File: config.mk
export PLATFORM = sky130hd
export DESIGN_NAME = lgt_filter
export DESIGN_NICKNAME = d
export VERILOG_FILES = /design/src/sv/lgt_pkg.sv /design/src/sv/lgt_filter.sv
export SDC_FILE = /design/constraint.sdc
export NUM_CORES = 2
export LEC_CHECK = 0
export BUFFER_PORTS_ARGS = -buffer_cell sky130_fd_sc_hd__buf_4
export CORE_ASPECT_RATIO = 0.8
export CORE_MARGIN = 1.5
export CORE_UTILIZATION = 40
export DETAILED_ROUTE_END_ITERATION = 10
export MAX_ROUTING_LAYER = met4
export SLEW_MARGIN = 10
export SYNTH_ARGS = -nofsm -noshare
export SYNTH_HDL_FRONTEND = slang
export SYNTH_SLANG_ARGS = --single-unit
export TNS_END_PERCENT = 1
File: constraint.sdc
create_clock -name i_clk -period 29.2 [get_ports i_clk]
set_input_delay 5.84 -clock i_clk [delete_from_list [all_inputs] [get_ports i_clk]]
set_output_delay 5.84 -clock i_clk [all_outputs]
set_load 0.1 [all_outputs]
File: src/sv/lgt_pkg.sv
// Shared types, codes and constants for the leg target tracker.
`timescale 1ns / 1ps
`default_nettype none

package lgt_pkg;

    // Item operation codes.
    localparam logic [1:0] OP_SCAN    = 2'd0;
    localparam logic [1:0] OP_ENABLE  = 2'd1;
    localparam logic [1:0] OP_DISABLE = 2'd2;

    // Configuration register indexes.
    localparam int         CFG_IDX_W          = 3;
    localparam int         CFG_DATA_W         = 16;
    localparam logic [2:0] CFG_ACQUIRE_FRAMES = 3'd0;
    localparam logic [2:0] CFG_LOST_FRAMES    = 3'd1;
    localparam logic [2:0] CFG_GATE_RADIUS    = 3'd2;
    localparam logic [2:0] CFG_FRONT_MIN_X    = 3'd3;
    localparam logic [2:0] CFG_FRONT_MAX_X    = 3'd4;
    localparam logic [2:0] CFG_FRONT_MIN_Y    = 3'd5;
    localparam logic [2:0] CFG_FRONT_MAX_Y    = 3'd6;

    // Configuration reset values.
    localparam logic [4:0]         RST_ACQUIRE_FRAMES = 5'd20;
    localparam logic [4:0]         RST_LOST_FRAMES    = 5'd20;
    localparam logic [14:0]        RST_GATE_RADIUS    = 15'd1352;
    localparam logic signed [15:0] RST_FRONT_MIN_X    = 16'sd1024;
    localparam logic signed [15:0] RST_FRONT_MAX_X    = 16'sd6144;
    localparam logic signed [15:0] RST_FRONT_MIN_Y    = -16'sd2048;
    localparam logic signed [15:0] RST_FRONT_MAX_Y    = 16'sd2048;

    // Saturation limit of the scan counters.
    localparam logic [5:0] COUNT_MAX = 6'd63;

    // Filter step modes.
    localparam logic [1:0] MODE_HOLD = 2'd0;
    localparam logic [1:0] MODE_SEED = 2'd1;
    localparam logic [1:0] MODE_RUN  = 2'd2;

    // Filter coefficients, signed Q2.28. Feedback terms are stored negated.
    localparam int                 FRAC_BITS = 28;
    localparam int                 ACC_W     = 48;
    localparam logic signed [29:0] COEF_B0     = 30'sd4858395;
    localparam logic signed [29:0] COEF_B1     = 30'sd14575186;
    localparam logic signed [29:0] COEF_NEG_A1 = 30'sd472457645;
    localparam logic signed [29:0] COEF_NEG_A2 = -30'sd317530492;
    localparam logic signed [29:0] COEF_NEG_A3 = 30'sd74641141;
    // Partial sums for a history filled with one point: 2*B1+B0 and -(A2+A3).
    localparam logic signed [29:0] COEF_SEED_IN  = 30'sd34008767;
    localparam logic signed [29:0] COEF_SEED_OUT = -30'sd242889351;

    // Input transaction payload.
    typedef struct packed {
        logic [1:0]         operation;
        logic               candidate_valid;
        logic signed [15:0] candidate_x;
        logic signed [15:0] candidate_y;
        logic               scan_end;
    } t_in_item;

    // Output transaction payload.
    typedef struct packed {
        logic               person_found;
        logic               pose_valid;
        logic signed [15:0] filtered_x;
        logic signed [15:0] filtered_y;
    } t_out_item;

    // Scan result handed from the tracking stage to the filter stage.
    typedef struct packed {
        logic               found;
        logic               matched;
        logic [1:0]         mode;
        logic signed [15:0] pos_x;
        logic signed [15:0] pos_y;
    } t_stage;

    // Filter step control.
    typedef struct packed {
        logic       step;
        logic [1:0] mode;
    } t_filt_ctl;

endpackage

`default_nettype wire

File: src/sv/lgt_filter.sv
// Third-order low-pass IIR on one axis, one step per scan.
`timescale 1ns / 1ps
`default_nettype none

module lgt_filter
    import lgt_pkg::*;
(
    input  wire logic               i_clk,
    input  wire logic               i_rst_n,
    input  wire t_filt_ctl          i_ctl,
    input  wire logic signed [15:0] i_point,
    output logic signed [15:0]      o_value
);

    typedef logic signed [ACC_W-1:0] t_acc;

    // Constant multiply, widened to the accumulator.
    function automatic t_acc mulc(input logic signed [16:0] v, input logic signed [29:0] c);
        t_acc ve;
        t_acc ce;
        ve = t_acc'(v);
        ce = t_acc'(c);
        return ve * ce;
    endfunction

    logic signed [15:0] r_ih0, r_ih1, r_oh0, r_oh1;
    t_acc               r_bpart, r_apart;
    t_acc               n_bpart, n_apart;
    t_acc               acc;
    logic signed [19:0] rounded;
    logic signed [15:0] y_run;
    logic signed [16:0] pt_ext, in_pair;

    assign pt_ext  = 17'(i_point);
    assign in_pair = 17'(i_point) + 17'(r_ih0);

    // Recursion: only the newest input and output are multiplied here, the
    // older terms were summed when the previous step completed.
    always_comb begin
        acc     = mulc(pt_ext, COEF_B0) + r_bpart + mulc(17'(r_oh0), COEF_NEG_A1) + r_apart;
        acc     = acc + (t_acc'(1) <<< (FRAC_BITS - 1));
        rounded = 20'(acc >>> FRAC_BITS);
        if (rounded > 20'sd32767) begin
            y_run = 16'sd32767;
        end else if (rounded < -20'sd32768) begin
            y_run = -16'sd32768;
        end else begin
            y_run = 16'(rounded);
        end
    end

    // Partial sums for the next step.
    always_comb begin
        if (i_ctl.mode == MODE_SEED) begin
            n_bpart = mulc(pt_ext, COEF_SEED_IN);
            n_apart = mulc(pt_ext, COEF_SEED_OUT);
        end else begin
            n_bpart = mulc(in_pair, COEF_B1) + mulc(17'(r_ih1), COEF_B0);
            n_apart = mulc(17'(r_oh0), COEF_NEG_A2) + mulc(17'(r_oh1), COEF_NEG_A3);
        end
    end

    // Value reported for this step.
    always_comb begin
        case (i_ctl.mode)
            MODE_SEED: o_value = i_point;
            MODE_RUN:  o_value = y_run;
            default:   o_value = r_oh0;
        endcase
    end

    // History update.
    always_ff @(posedge i_clk) begin
        if (!i_rst_n) begin
            r_ih0   <= '0;
            r_ih1   <= '0;
            r_oh0   <= '0;
            r_oh1   <= '0;
            r_bpart <= '0;
            r_apart <= '0;
        end else if (i_ctl.step && (i_ctl.mode == MODE_SEED)) begin
            r_ih0   <= i_point;
            r_ih1   <= i_point;
            r_oh0   <= i_point;
            r_oh1   <= i_point;
            r_bpart <= n_bpart;
            r_apart <= n_apart;
        end else if (i_ctl.step && (i_ctl.mode == MODE_RUN)) begin
            r_ih0   <= i_point;
            r_ih1   <= r_ih0;
            r_oh0   <= y_run;
            r_oh1   <= r_oh0;
            r_bpart <= n_bpart;
            r_apart <= n_apart;
        end
    end

endmodule

`default_nettype wire

==> impl_metrics.env <==
export IMPL_first_iter_violations=4919
export IMPL_maxSlewViolCount=0
export IMPL_postCtsSetupBuffers=0
export IMPL_final_hold_viol_count=0
export IMPL_port_buffer_count=36
export IMPL_cts_max_level=4
export IMPL_clock_root_buffer="clkbuf_16"
export IMPL_gp_congestion=1.04
export IMPL_grt_max_degree=70
export IMPL_avgSynthCellArea_sq_um=9.50
export IMPL_status="finished with violations"
export IMPL_drt_first_pass_iters=9
export IMPL_track_usage_pct=29.7
export IMPL_grt_pass1_wl_microns=362000
export IMPL_synth_cell_types=96
export IMPL_wl_microns=245000
export IMPL_worst_pin_slew_ns=1.42
export IMPL_yosysSeqAreaShare_pct=4.51
export IMPL_tns_ns=0
export IMPL_timing_fmax_mhz=48.1
export IMPL_hold_class="reg -> reg"
export IMPL_reg2reg_to="r_bpart[40]"
export IMPL_fp_row_count=135
export IMPL_reg2reg_from="r_ih0[1]"
export IMPL_cts_buffer_depth=2
export IMPL_post_dp_hpwl_microns=216000
export IMPL_cpPeakStageDelay_ns=0.80
export IMPL_crit_fanout=14
export IMPL_setup_viol=0
export IMPL_die_x_microns=465
export IMPL_period_needed_ns=20.79
export IMPL_drtAntennaViolNets=0
export IMPL_max_cap_violations=0
export IMPL_syn_nets=9866
export IMPL_synth_edf_count=0
export IMPL_drcViolationCount=8
export IMPL_rsz0062_at_grt="no"
export IMPL_viasPerCell=5.37
export IMPL_fin_crit_sh_pct=71.2
export IMPL_slowest_stage="nor4_1"
export IMPL_grt_ovfl_total=0
export IMPL_cp_required_ns=23.36
export IMPL_dieArea_sq_um=173000
export IMPL_ys_flop_type="dfxtp_1"
export IMPL_ys_warnings_count=0
export IMPL_initial_utilization_pct=40.3
export IMPL_tritoncts="built"
export IMPL_clkTransAtPathRegs_ns=0.09
export IMPL_ios=37
export IMPL_fin_ws_ns=8.41
export IMPL_coreArea_sq_um=169000
export IMPL_drive_gt1_share_pct=3.29
export IMPL_area_growth_pct=5.86
export IMPL_violations="DRC"
export IMPL_clock_sinks=154
export IMPL_ys_seq_elements=154
export IMPL_relSlewSlack_pct=5.18
export IMPL_antenna_found_initial=25
export IMPL_clk_latency_ns=0.55
export IMPL_cp_startpoint="i_point[15]"
export IMPL_wl_per_cell_microns=25.8
export IMPL_finalClockSkew_ns=0.0164
export IMPL_critical_path_class="in -> out"
export IMPL_cts_hold_buf=0
export IMPL_ff2ff_setup_slack_ns=16.30
export IMPL_arrival_ns=14.95
export IMPL_cts_made_buffers=17
export IMPL_nets=9891
export IMPL_chipHeight_microns=373
export IMPL_ys_async_sr_fraction_pct=0
export IMPL_rr_worst_depth=48
export IMPL_vias=51041
export IMPL_endpoint_kind="primary output"
export IMPL_grt_pass1_vias=52931
export IMPL_crit_path_end="o_value[14]"
export IMPL_startpoint_type="primary input"
export IMPL_dpl_worst_slack_ns=8.60
export IMPL_post_cts_resized=0
export IMPL_netlist_instances=7194
export IMPL_synth_area_sq_um=68300
==> routing by layer <==
| layer | global-route usage (%) | vias up | part of all wire, % |
|---|---|---|---|
| met5 | - | - | 0 |
| met4 | 5.67 | 0 | 2.2 |
| met3 | 8.89 | 219 | 11 |
| met2 | 40.7 | 1972 | 40 |
| met1 | 43.0 | 26082 | 47 |
| li1 | - | 22768 | - |
==> layout by cell type (no fill, tap or decap), types with 40 or more instances in the layout <==
master	n
a21o_1	155
xor2_1	77
nand3_1	65
nor2_1	158
o21ai_0	225
inv_1	2068
nor3_1	41
nand2_1	292
a21oi_1	351
fa_1	1332
o211ai_1	46
dfxtp_1	154
buf_4	119
ha_1	1318
o21bai_1	40
xnor2_1	164
==> critical path, delay by kind of cell <==
| family | cells | cell delay (ns) |
|---|---|---|
| AOI/OAI and AO/OA | 6 | 1.36 |
| xor gates and xnor gates | 1 | 0.19 |
| adders and majority gates | 9 | 3.92 |
| buffers and inverters | 9 | 2.10 |
| and+or+nand+nor | 4 | 1.45 |
==> flip-flops by register name, summed over array words and instances, names as in the netlist <==
| register | cells |
|---|---|
| r_apart | 47 |
| r_oh0 | 16 |
| r_ih0 | 16 |
| r_oh1 | 16 |
| r_bpart | 43 |
| r_ih1 | 16 |
==> area by class of cell <==
type / instances / area [sq um]
inverters: 2069 / 7770
well taps: 2260 / 2830
fillers: 16613 / 97100
clock buffers: 17 / 425
repair buffers: 120 / 898
flip-flops and latches: 154 / 3080
multi-input cells: 4857 / 57100
clock inverters: 15 / 203
diodes: 17 / 42.5
==> worst min path at each step <==
stage | cells past startpoint | from | end
after CTS | 2 | r_apart[6] | r_apart[6]
after floorplan | 2 | r_apart[6] | r_apart[6]
after global placement | 2 | r_apart[6] | r_apart[6]
after global routing | 2 | r_ih0[7] | r_ih0[7]
after detailed placement | 2 | r_apart[6] | r_apart[6]
final | 2 | r_apart[6] | r_apart[6]
==> stage by stage <==
stage / util, % / area (sq um) / hold slack [ns] / cells
after floorplan: - / 68300 / 0.445 / 7194
after global placement: 42.3 / 71600 / 0.457 / 9459
after detailed placement: 42.3 / 71600 / 0.468 / 9459
after CTS: 42.7 / 72300 / 0.480 / 9491
after global routing: 42.7 / 72300 / 0.521 / 9507
final: 42.7 / 72300 / 0.487 / 9509
==> synth_stat cells, types with 20 or more instances <==
cell type | number | share of area, %
or2_2 | 22 | 0.20
clkbuf_1 | 86 | 0.47
a21oi_1 | 351 | 2.6
o21ai_1 | 20 | 0.15
o211a_1 | 33 | 0.48
a21boi_0 | 25 | 0.27
nor3_1 | 41 | 0.30
inv_1 | 2069 | 11
fa_1 | 1332 | 39
a31oi_1 | 34 | 0.31
o21a_1 | 30 | 0.33
xor2_1 | 78 | 1.0
a21o_1 | 155 | 1.7
nand2_1 | 292 | 1.6
o21ai_0 | 226 | 1.7
o21bai_1 | 40 | 0.44
nor2_1 | 158 | 0.87
ha_1 | 1319 | 24
and3_1 | 29 | 0.27
o211ai_1 | 46 | 0.51
dfxtp_1 | 154 | 4.5
nand2b_1 | 31 | 0.28
a211oi_1 | 38 | 0.42
nand4_1 | 39 | 0.36
xnor2_1 | 167 | 2.1
nor2b_1 | 31 | 0.28
nand3_1 | 65 | 0.48
==> cells by family (layout without fill, tap and decap cells) <==
kind of cell	after synthesis	count (layout)	share of synthesized area [%]
XOR/XNOR	246	246	3.16
flip-flops	154	154	4.51
adder cells (fa/ha/maj)	2651	2651	63.2
buffers and inverters	2183	2221	12.0
AO/OA/AOI/OAI	1170	1170	11.5
other	0	17	0
AND/OR/NAND/NOR	772	772	5.36
multiplexers	18	18	0.266
Power is not shown: default switching activity piles up to over one toggle a cycle in this logic, so the estimate is an artifact.
